[config.mk]
export PLATFORM = sky130hd
export DESIGN_NAME = nearest_palette_index_mapper
export DESIGN_NICKNAME = d
export VERILOG_FILES = /design/src/hdl/nppim_pkg.sv /design/src/hdl/nearest_palette_index_mapper.sv
export SDC_FILE = /design/constraint.sdc
export NUM_CORES = 2
export LEC_CHECK = 0
export ABC_CLOCK_PERIOD_IN_PS = 4900
export BUFFER_PORTS_ARGS = -buffer_cell sky130_fd_sc_hd__buf_2
export CAP_MARGIN = 10
export CORE_MARGIN = 2
export CORE_UTILIZATION = 55
export CTS_BUF_LIST = sky130_fd_sc_hd__clkbuf_16
export CTS_CLUSTER_SIZE = 16
export DETAILED_ROUTE_END_ITERATION = 6
export PLACE_DENSITY = 0.71
export SYNTH_ARGS = -nofsm -noshare
export SYNTH_HDL_FRONTEND = slang
export SYNTH_SLANG_ARGS = --single-unit
[constraint.sdc]
create_clock -name clk -period 4.9 [get_ports clk]
set_input_delay 0.98 -clock clk [delete_from_list [all_inputs] [get_ports clk]]
set_output_delay 0.98 -clock clk [all_outputs]
set_load 0.01 [all_outputs]
[src/hdl/nppim_pkg.sv]
// Shared constants, state type and channel spread table for the palette mapper.
package nppim_pkg;

    // Default depth of the palette memory.
    localparam int PALETTE_ENTRIES_DEF = 255;

    // Width of a field that holds an entry position or an entry count.
    localparam int IDX_W = 8;

    // Width of one spread color channel.
    localparam int CH_W = 8;

    // Width of one squared channel difference.
    localparam int SQ_W = 2 * CH_W;

    // Width of a full squared RGB distance (three squares summed).
    localparam int DIST_W = SQ_W + 2;

    // Transfer operation codes.
    localparam logic OP_WRITE = 1'b0;
    localparam logic OP_MAP   = 1'b1;

    // Sequencer states.
    typedef enum logic [1:0] {
        ST_IDLE,
        ST_SCAN,
        ST_FINISH
    } state_t;

    // Five-bit channel spread over 0..255, as c * 255 / 31 rounded down.
    localparam logic [CH_W-1:0] SPREAD5_TBL [32] = '{
        8'd0,   8'd8,   8'd16,  8'd24,  8'd32,  8'd41,  8'd49,  8'd57,
        8'd65,  8'd74,  8'd82,  8'd90,  8'd98,  8'd106, 8'd115, 8'd123,
        8'd131, 8'd139, 8'd148, 8'd156, 8'd164, 8'd172, 8'd180, 8'd189,
        8'd197, 8'd205, 8'd213, 8'd222, 8'd230, 8'd238, 8'd246, 8'd255
    };

    // Table lookup of the spread value for one five-bit channel.
    function automatic logic [CH_W-1:0] spread5(input logic [4:0] c5);
        return SPREAD5_TBL[c5];
    endfunction

    // Absolute difference of two spread channels.
    function automatic logic [CH_W-1:0] absdiff(input logic [CH_W-1:0] a,
                                               input logic [CH_W-1:0] b);
        return (a > b) ? (a - b) : (b - a);
    endfunction

endpackage

[src/hdl/nearest_palette_index_mapper.sv]
// Top level: palette memory, nearest-color search pipeline and output register.
// A palette write takes effect at its transfer edge. A map transfer reads count entries,
// count being palette_count saturated to PALETTE_ENTRIES; they pass the read, difference,
// square and compare stages. A transparent pixel or an empty palette skips the search.
// Throughput: one item at a time, one palette entry read per cycle from the single read port.
// Reset clears the sequencer, output register and palette_count; the palette is undefined.
module nearest_palette_index_mapper
    import nppim_pkg::*;
#(
    parameter int PALETTE_ENTRIES = PALETTE_ENTRIES_DEF
) (
    input  logic                clk,
    input  logic                rst_n,

    // Configuration write port.
    input  logic                cfg_we,
    input  logic [IDX_W-1:0]    cfg_wdata,

    // Input channel.
    input  logic                in_valid,
    output logic                in_ready,
    input  logic                operation,
    input  logic [IDX_W-1:0]    entry_index,
    input  logic [14:0]         entry_color,
    input  logic                pixel_present,
    input  logic [31:0]         pixel_argb,

    // Output channel.
    output logic                out_valid,
    input  logic                out_ready,
    output logic [IDX_W-1:0]    color_index,
    output logic                not_exact
);

    localparam int ADDR_W = (PALETTE_ENTRIES > 1) ? $clog2(PALETTE_ENTRIES) : 1;
    localparam logic [IDX_W-1:0] CNT_MAX = IDX_W'(PALETTE_ENTRIES);

    // Configuration register.
    logic [IDX_W-1:0] palette_count_reg;

    // Sequencer.
    state_t state_reg;
    state_t state_next;

    // Pixel and search control.
    logic [CH_W-1:0]  pr_reg;
    logic [CH_W-1:0]  pg_reg;
    logic [CH_W-1:0]  pb_reg;
    logic [IDX_W-1:0] cnt_reg;
    logic [IDX_W-1:0] issue_reg;
    logic             trans_reg;

    // Pipeline stages.
    logic [14:0]      mem_q_reg;
    logic             m_vld_reg;
    logic             m_last_reg;
    logic [CH_W-1:0]  dr_reg;
    logic [CH_W-1:0]  dg_reg;
    logic [CH_W-1:0]  db_reg;
    logic             d_vld_reg;
    logic             d_last_reg;
    logic [SQ_W-1:0]  sq_r_reg;
    logic [SQ_W-1:0]  sq_g_reg;
    logic [SQ_W-1:0]  sq_b_reg;
    logic             q_vld_reg;
    logic             q_last_reg;

    // Running minimum.
    logic [IDX_W-1:0]  cmp_idx_reg;
    logic [IDX_W-1:0]  best_idx_reg;
    logic [DIST_W-1:0] best_dist_reg;
    logic              have_reg;

    // Output register.
    logic             out_valid_reg;
    logic [IDX_W-1:0] color_index_reg;
    logic             not_exact_reg;

    // Palette memory.
    logic [14:0] palette_mem [PALETTE_ENTRIES];

    // Control decodes.
    logic             in_xfer;
    logic             out_free;
    logic             rd_en;
    logic             load_out;
    logic             mem_we;
    logic             map_trans;
    logic [IDX_W-1:0] cnt_sat;
    logic [DIST_W-1:0] cand_dist;
    logic             better;

    assign in_xfer   = in_valid && in_ready;
    assign out_free  = !out_valid_reg || out_ready;
    assign map_trans = !pixel_present || (pixel_argb[31] == 1'b0);
    assign cnt_sat   = (palette_count_reg > CNT_MAX) ? CNT_MAX : palette_count_reg;
    assign mem_we    = in_xfer && (operation == OP_WRITE) && (entry_index < CNT_MAX);

    // Next-state logic.
    always_comb
    begin
        state_next = state_reg;
        case (state_reg)
            ST_IDLE:
            begin
                if (in_xfer && (operation == OP_MAP))
                begin
                    if (map_trans || (cnt_sat == '0))
                        state_next = ST_FINISH;
                    else
                        state_next = ST_SCAN;
                end
            end
            ST_SCAN:
            begin
                if (q_vld_reg && q_last_reg)
                    state_next = ST_FINISH;
            end
            ST_FINISH:
            begin
                if (out_free)
                    state_next = ST_IDLE;
            end
            default:
                state_next = ST_IDLE;
        endcase
    end

    // State-driven control outputs.
    always_comb
    begin
        in_ready = 1'b0;
        rd_en    = 1'b0;
        load_out = 1'b0;
        case (state_reg)
            ST_IDLE:
                in_ready = 1'b1;
            ST_SCAN:
                rd_en = (issue_reg < cnt_reg);
            ST_FINISH:
                load_out = out_free;
            default:
            begin
                in_ready = 1'b0;
            end
        endcase
    end

    always_ff @(posedge clk or negedge rst_n)
    begin
        if (!rst_n)
            state_reg <= ST_IDLE;
        else
            state_reg <= state_next;
    end

    // Configuration register write.
    always_ff @(posedge clk or negedge rst_n)
    begin
        if (!rst_n)
            palette_count_reg <= '0;
        else if (cfg_we)
            palette_count_reg <= cfg_wdata;
    end

    // Palette memory: one write port, one registered read port.
    always_ff @(posedge clk)
    begin
        if (mem_we)
            palette_mem[entry_index[ADDR_W-1:0]] <= entry_color;
        if (rd_en)
            mem_q_reg <= palette_mem[issue_reg[ADDR_W-1:0]];
    end

    // Pixel capture at a map transfer.
    always_ff @(posedge clk)
    begin
        if (in_xfer && (operation == OP_MAP))
        begin
            pr_reg <= spread5(pixel_argb[23:19]);
            pg_reg <= spread5(pixel_argb[15:11]);
            pb_reg <= spread5(pixel_argb[7:3]);
        end
    end

    // Search control: count, read issue and transparency flag.
    always_ff @(posedge clk or negedge rst_n)
    begin
        if (!rst_n)
        begin
            cnt_reg   <= '0;
            issue_reg <= '0;
            trans_reg <= 1'b0;
        end
        else if (in_xfer && (operation == OP_MAP))
        begin
            cnt_reg   <= cnt_sat;
            issue_reg <= '0;
            trans_reg <= map_trans;
        end
        else if (rd_en)
        begin
            issue_reg <= issue_reg + IDX_W'(1);
        end
    end

    // Valid and last flags travel down the pipeline.
    always_ff @(posedge clk or negedge rst_n)
    begin
        if (!rst_n)
        begin
            m_vld_reg  <= 1'b0;
            m_last_reg <= 1'b0;
            d_vld_reg  <= 1'b0;
            d_last_reg <= 1'b0;
            q_vld_reg  <= 1'b0;
            q_last_reg <= 1'b0;
        end
        else
        begin
            m_vld_reg  <= rd_en;
            m_last_reg <= rd_en && (issue_reg == (cnt_reg - IDX_W'(1)));
            d_vld_reg  <= m_vld_reg;
            d_last_reg <= m_last_reg;
            q_vld_reg  <= d_vld_reg;
            q_last_reg <= d_last_reg;
        end
    end

    // Spread the entry channels and take the channel differences.
    always_ff @(posedge clk)
    begin
        if (m_vld_reg)
        begin
            dr_reg <= absdiff(spread5(mem_q_reg[14:10]), pr_reg);
            dg_reg <= absdiff(spread5(mem_q_reg[9:5]), pg_reg);
            db_reg <= absdiff(spread5(mem_q_reg[4:0]), pb_reg);
        end
    end

    // Square each channel difference.
    always_ff @(posedge clk)
    begin
        if (d_vld_reg)
        begin
            sq_r_reg <= SQ_W'(dr_reg) * SQ_W'(dr_reg);
            sq_g_reg <= SQ_W'(dg_reg) * SQ_W'(dg_reg);
            sq_b_reg <= SQ_W'(db_reg) * SQ_W'(db_reg);
        end
    end

    // Sum the squares and compare against the best so far; the first minimum wins.
    assign cand_dist = DIST_W'(sq_r_reg) + DIST_W'(sq_g_reg) + DIST_W'(sq_b_reg);
    assign better = !have_reg || (cand_dist < best_dist_reg);

    always_ff @(posedge clk or negedge rst_n)
    begin
        if (!rst_n)
        begin
            cmp_idx_reg   <= '0;
            best_idx_reg  <= '0;
            best_dist_reg <= '0;
            have_reg      <= 1'b0;
        end
        else if (in_xfer && (operation == OP_MAP))
        begin
            cmp_idx_reg   <= '0;
            best_idx_reg  <= '0;
            best_dist_reg <= '0;
            have_reg      <= 1'b0;
        end
        else if (q_vld_reg)
        begin
            cmp_idx_reg <= cmp_idx_reg + IDX_W'(1);
            if (better)
            begin
                have_reg      <= 1'b1;
                best_dist_reg <= cand_dist;
                best_idx_reg  <= cmp_idx_reg;
            end
        end
    end

    // Output register, which holds a result until its transfer.
    always_ff @(posedge clk or negedge rst_n)
    begin
        if (!rst_n)
        begin
            out_valid_reg   <= 1'b0;
            color_index_reg <= '0;
            not_exact_reg   <= 1'b0;
        end
        else if (load_out)
        begin
            out_valid_reg <= 1'b1;
            if (trans_reg)
            begin
                color_index_reg <= '0;
                not_exact_reg   <= 1'b0;
            end
            else
            begin
                color_index_reg <= best_idx_reg + IDX_W'(1);
                not_exact_reg   <= !have_reg || (best_dist_reg != '0);
            end
        end
        else if (out_ready)
        begin
            out_valid_reg <= 1'b0;
        end
    end

    assign out_valid   = out_valid_reg;
    assign color_index = color_index_reg;
    assign not_exact   = not_exact_reg;

    // Reads stay inside the saturated palette range.
    a_read_in_range: assert property (@(posedge clk) disable iff (!rst_n)
        rd_en |-> (issue_reg < CNT_MAX))
        else $error("palette read beyond the memory depth");

    // Pipeline data only moves while a search is under way.
    a_pipe_in_scan: assert property (@(posedge clk) disable iff (!rst_n)
        (m_vld_reg || d_vld_reg || q_vld_reg) |-> (state_reg == ST_SCAN))
        else $error("search pipeline active outside a scan");

    // A found best entry lies inside the searched range.
    a_best_in_range: assert property (@(posedge clk) disable iff (!rst_n)
        (state_reg == ST_FINISH && have_reg) |-> (best_idx_reg < cnt_reg))
        else $error("best entry outside the searched range");

    // Loading a result always presents it on the next cycle.
    a_load_shows: assert property (@(posedge clk) disable iff (!rst_n)
        load_out |=> out_valid_reg)
        else $error("loaded result not presented");

endmodule

Yosys cells after proc, flatten, opt, wreduce, memory -nomap -nowiden
Memory sizes are Yosys's and may differ from the RTL's. A register that Yosys moved wholly into a read port is not among the register bits.
Index checks and enable logic that the tools add are counted.
Widths: inputs -> output; s select.
{ "op_classes": {"magnitude_cmp": 10, "n_addsub": 12, "muxes": 37, "bitwise_logic": 8, "n_reduce_logical": 23, "n_mul": 3, "eq_ne": 6} }
{ "ops": {"columns": ["op", "n"], "rows": [
  ["$mux 8", 18],
  ["$mux 18", 3],
  ["$mul 8x8->16", 3],
  ["$sub 8x8->8", 6],
  ["$not 5->6", 6],
  ["$add 8x1->8 const B", 3],
  ["$gt 8x8->1", 3],
  ["$add 17x16->18", 1],
  ["$ge 6x6->1 const B", 3],
  ["$lt 18x18->1", 1],
  ["$reduce_bool 18->1", 1],
  ["$add 16x16->17", 1],
  ["$mux 1", 11],
  ["$eq 8x8->1", 1],
  ["$gt 8x8->1 const B", 1],
  ["$logic_not 8->1", 1],
  ["$lt 8x8->1", 1],
  ["$lt 8x8->1 const B", 1],
  ["$mux 2", 4],
  ["$reduce_bool 2->1", 4],
  ["$sub 8x1->8 const B", 1],
  ["$logic_and 1x1->1", 6],
  ["$ne 2x2->1 const B", 3],
  ["$pmux 2 s3", 1],
  ["other kinds (8)", 15]
]} }
{ "word_totals": {"register_bits": 150, "output_inout_bits": 11, "wordCells": 130, "inputBits": 70, "n_memories": 7, "romBits": 1536, "ram_bits": 3825} }
{ "memory_table": {"columns": ["name", "words", "width", "rd", "rd_ports_with_merged_regs", "write_ports", "line_no", "text"], "rows": [
  ["palette_mem", 255, 15, 1, 1, 1, "nearest_palette_index_mapper.sv:80", "logic [14:0] palette_mem [PALETTE_ENTRIES];"],
  ["(no name shown)", 32, 8, 1, 0, 0, "nppim_pkg.sv:40", "return SPREAD5_TBL[c5];"],
  ["(no name shown)", 32, 8, 1, 0, 0, "nppim_pkg.sv:40", null],
  ["(no name shown)", 32, 8, 1, 0, 0, "nppim_pkg.sv:40", null],
  ["(no name shown)", 32, 8, 1, 1, 0, "nppim_pkg.sv:40", null],
  ["(no name shown)", 32, 8, 1, 1, 0, "nppim_pkg.sv:40", null],
  ["1 more memories", null, null, null, null, null, null, null]
]} }

Depth between registers and ports, before layout
{ "logic_depth": {"word_depth": 7, "ltp_mapped": 18, "depth_no_buf": 17} }

Worst setup path after synthesis
No wires, ideal clock.
{ "synth_timing": {"path_kind": "reg2reg", "start": "register sq_r_reg[6]", "end": "register best_dist_reg[10]", "stages_incl_launch_ff": 18, "t_arrival_ns": 4.001, "setup_time_ns": 0.170, "required_ns": 4.730, "synth_period_minus_slack_ns": 4.171, "path_slack_ns": 0.729, "path_buffers": 1, "cell_sequence": "edfxtp_1 -> fa_1 -> ha_1 -> nand3_1 -> o21bai_1 -> a21oi_1 -> nor3_1 -> o31ai_1 -> xor2_1 -> ha_1 -> a21o_1 -> a21o_1 -> a21oi_1 -> o221ai_1 -> nor2_1 -> clkbuf_1 -> mux2i_1 -> nor2_1"} }
{ "synth_between": {"elab_chain_cells": 6, "elab_cells_between_ends": 9, "cone_classes": "2 x add/sub; 1 x order compare; 3 x mux; 3 x reduce/logical"} }
{ "synth_lines": {"columns": ["item", "line_no", "text"], "rows": [
  ["from (decl)", "nearest_palette_index_mapper.sv:62", "logic [SQ_W-1:0] sq_r_reg;"],
  ["from (signal assigned)", "nearest_palette_index_mapper.sv:246", "sq_r_reg <= SQ_W'(dr_reg) * SQ_W'(dr_reg);"],
  ["$add 16x16->17 *", "nearest_palette_index_mapper.sv:253", "assign cand_dist = DIST_W'(sq_r_reg) + DIST_W'(sq_g_reg) + DIST_W'(sq_b_reg);"],
  ["$add 17x16->18 *", "nearest_palette_index_mapper.sv:253", null],
  ["$lt 18x18->1", "nearest_palette_index_mapper.sv:254", "assign better = !have_reg || (cand_dist < best_dist_reg);"],
  ["$logic_or 1x1->1", "nearest_palette_index_mapper.sv:254", null],
  ["$reduce_bool 2->1 (no source line)", null, null],
  ["$reduce_and 2->1 (no source line)", null, null],
  ["to (signal assigned)", "nearest_palette_index_mapper.sv:278", "best_dist_reg <= cand_dist;"],
  ["to (decl)", "nearest_palette_index_mapper.sv:71", "logic [DIST_W-1:0] best_dist_reg;"]
]} }
Every way passes the cells marked *; elsewhere a longest branch is shown, timed or not. The select of a mux whose other input is x is not followed.
A chain may end at the register's enable or synchronous reset.

Worst setup path after layout
{ "layout_timing": {"start": "register sq_r_reg[5]", "end": "register best_dist_reg[17]"} }
The elaborated chain is that of the path after synthesis.

==> reports/results.ini <==
[run_status]
status=finished, final reports clean

[die]
die-area_mm2=0.300
row_count=199
start_util=0.553
core_mm2=0.294
io_pins=81
chipWidth_um=548
die_y_um=548

[cells_and_area]
stdcell_count=12900
drive_gt1_frac=0.254
syn_to_final_growth_pct=13.2
layout_commonest_cell=edfxtp_1
final_cell_mix=edfxtp_1, mux4_2, buf_4, clkbuf_16, nor2_1
fillers=19700
finalNetCount=9011
largest_reg_flops=3825

[timing]
fin_crit_sh=0.929
fin_ws_ns=0.346
slew_headroom=0.0365
fin_worst_skew_ns=0.0550
min_period_ns=4.55
rsz0062_at_grt=no
whs_ns=0.219
finalSetupTns_ns=0
setup_violations=0
max_freq_mhz=220
hold_viol_final=0
maxSlewViolCount=0
worst_pin_slew_ns=1.43

[synth]
synth_warnings=0
synth_seq_cells=4011
async_flop_share=0.0194
synth_top_area_cell=edfxtp_1
synth_ff_type=edfxtp_1
ys_types=79
avgSynthCellArea_um2=20.4
ys_seq_area_frac=0.737
synth_top_area_frac=0.725
synth_edf_count=3933
synthesis.area_mm2=0.163
syn_inst=7985
yosys-top-cells-area=edfxtp_1, mux4_2, mux2i_1, ha_1, dfrtp_1

[worst_setup_path]
cpPeakStageDelay_ns=0.60
path_class=reg -> reg
r2r_start=sq_r_reg[5]
slowest_stage=o31ai_1
critPathBufInv=1
crit_path_cell_trace=fa_1 > ha_1 > nand3_1 > o21bai_1 > a21oi_1 > nor3_1 > o31ai_1 > xor2_1 > ha_1 > and3_1 > nand3_1 > nor2_1 > o211a_1 > nor2_2 > buf_12 > or3_1 > nand3_1
crit_fanout=28
crit_family=compound AO/OA/AOI/OAI gates
end_kind=flop
cp-startpoint=sq_r_reg[5]
cp-start-kind=flop
crit_top_cell=nand3_1
worstPathArrival_ns=5.44
critPathRequiredTime_ns=5.79

[clock_tree]
clock-sinks=4011
root_buffer=clkbuf_16
cts_setup_buffers=0
cts_made_buffers=398
cts_resized=0
cts_buffer_depth=4
hold_buffers=0
clk_latency_ns=0.96
path_clk_slew_ns=0.06
cts_max_level=5
cts_tree=built

[power_and_ir_drop]
leakage_nw=61.5
ir_drop_v=0.00112
fin_total_pwr_mw=111
p_per_area_mw_per_mm2=600

[global_routing]
track_usage=0.285
grt-ovfl-total=0
grt_max_degree=148
antenna_found_initial=32
first_global_vias=83800
grt_pass1_wl_mm=610

[placed_design]
portBuffers=64
dp_cells=12200
gp_congestion=0.901
dp_slack_ns=0.189
dpl.hpwl_mm=266

[drt]
drt_first_pass_iters=6
dr_total_vias=85100
drc=0
post_drt_wl_per_cell_um=33.1
drtAntennaViolNets=0
drt_wl_total_mm=428
via_per_inst=6.58
drtIter0Drc=13800

[worst_hold_path]
min_path_type=in -> async

[job]
timing.max_cap.violations=0

-- final timing paths --
check                                     to  cells after the start  slack [ns]
min                           cmp_idx_reg[1]                      1        0.22
max                        best_dist_reg[17]                     17        0.35
max reg2reg                best_dist_reg[17]                     17        0.35
min reg2reg                       q_last_reg                      0        0.35
max in group asynchronous       issue_reg[3]                      1        3.90
min in group clk                   pg_reg[3]                      1        0.22
-- synthesized netlist by cell type, drive strengths merged, types with 23 or more instances --
library cell / count
mux4: 984
nor4: 23
mux2: 26
mux2i: 313
nor2: 361
nand2: 267
inv: 237
nand3: 47
dfrtp: 78
clkbuf: 155
o22ai: 47
xor2: 33
and2: 51
a211oi: 34
xnor2: 70
fa: 97
a221oi: 33
o21ai: 162
o221ai: 39
ha: 175
edfxtp: 3933
a22oi: 52
nor3: 38
a21oi: 168
nor2b: 40
buf: 248
-- where the power goes --
| group | total, mW | internal [mW] | switching [mW] |
|---|---|---|---|
| logic | 40.0 | 17.9 | 22.1 |
| clock network | 30.1 | 17.0 | 13.2 |
| registers | 40.5 | 39.5 | 0.965 |
-- per-layer routing --
layer	track usage	routed length (µm)	vias up
met5	0	98	-
met4	0.118	20500	14
met3	0.0642	48800	859
met2	0.434	199000	5476
met1	0.402	161000	44700
li1	-	-	34100
-- cell type report --
| cell class | instances | area [µm²] | area share |
|---|---|---|---|
| Antenna cell | 8 | 20.0 | 0.000109 |
| Clock buffer | 401 | 10000 | 0.0544 |
| Clock inverter | 334 | 2890 | 0.0157 |
| Inverter | 238 | 901 | 0.00489 |
| Multi-Input combinational cell | 3336 | 39600 | 0.215 |
| Sequential cell | 4011 | 120000 | 0.651 |
| Tap cell | 3919 | 4900 | 0.0266 |
| Timing Repair Buffer | 684 | 5880 | 0.0319 |
-- per-stage QoR --
step	util	cell area (µm²)
floorplan	-	163000
global placement	0.582	171000
detailed placement	0.582	171000
CTS	0.626	184000
global route	0.626	184000
finish	0.626	184000
-- cells by family after synthesis --
kind of cell | count (synthesis) | share of synthesized area
other | 2 | 0.0000461
and+or+nand+nor | 914 | 0.0250
xor gates and xnor gates | 103 | 0.00554
DFF | 4011 | 0.737
buffers and inverters | 641 | 0.0201
AOI/OAI and AO/OA | 719 | 0.0290
muxes | 1323 | 0.158
adders and majority gates | 272 | 0.0254
-- worst register-to-register path: cells and delay by family, from the launching register on --
| family | cells | cell delay (ns) |
|---|---|---|
| AO/OA/AOI/OAI | 4 | 1.40 |
| adder cells (fa/ha/maj) | 3 | 1.19 |
| AND/OR/NAND/NOR | 8 | 1.16 |
| flip-flops | 1 | 0.40 |
| buffers and inverters | 1 | 0.18 |
| XOR/XNOR | 1 | 0.14 |
(Power assumes the default switching activity.)
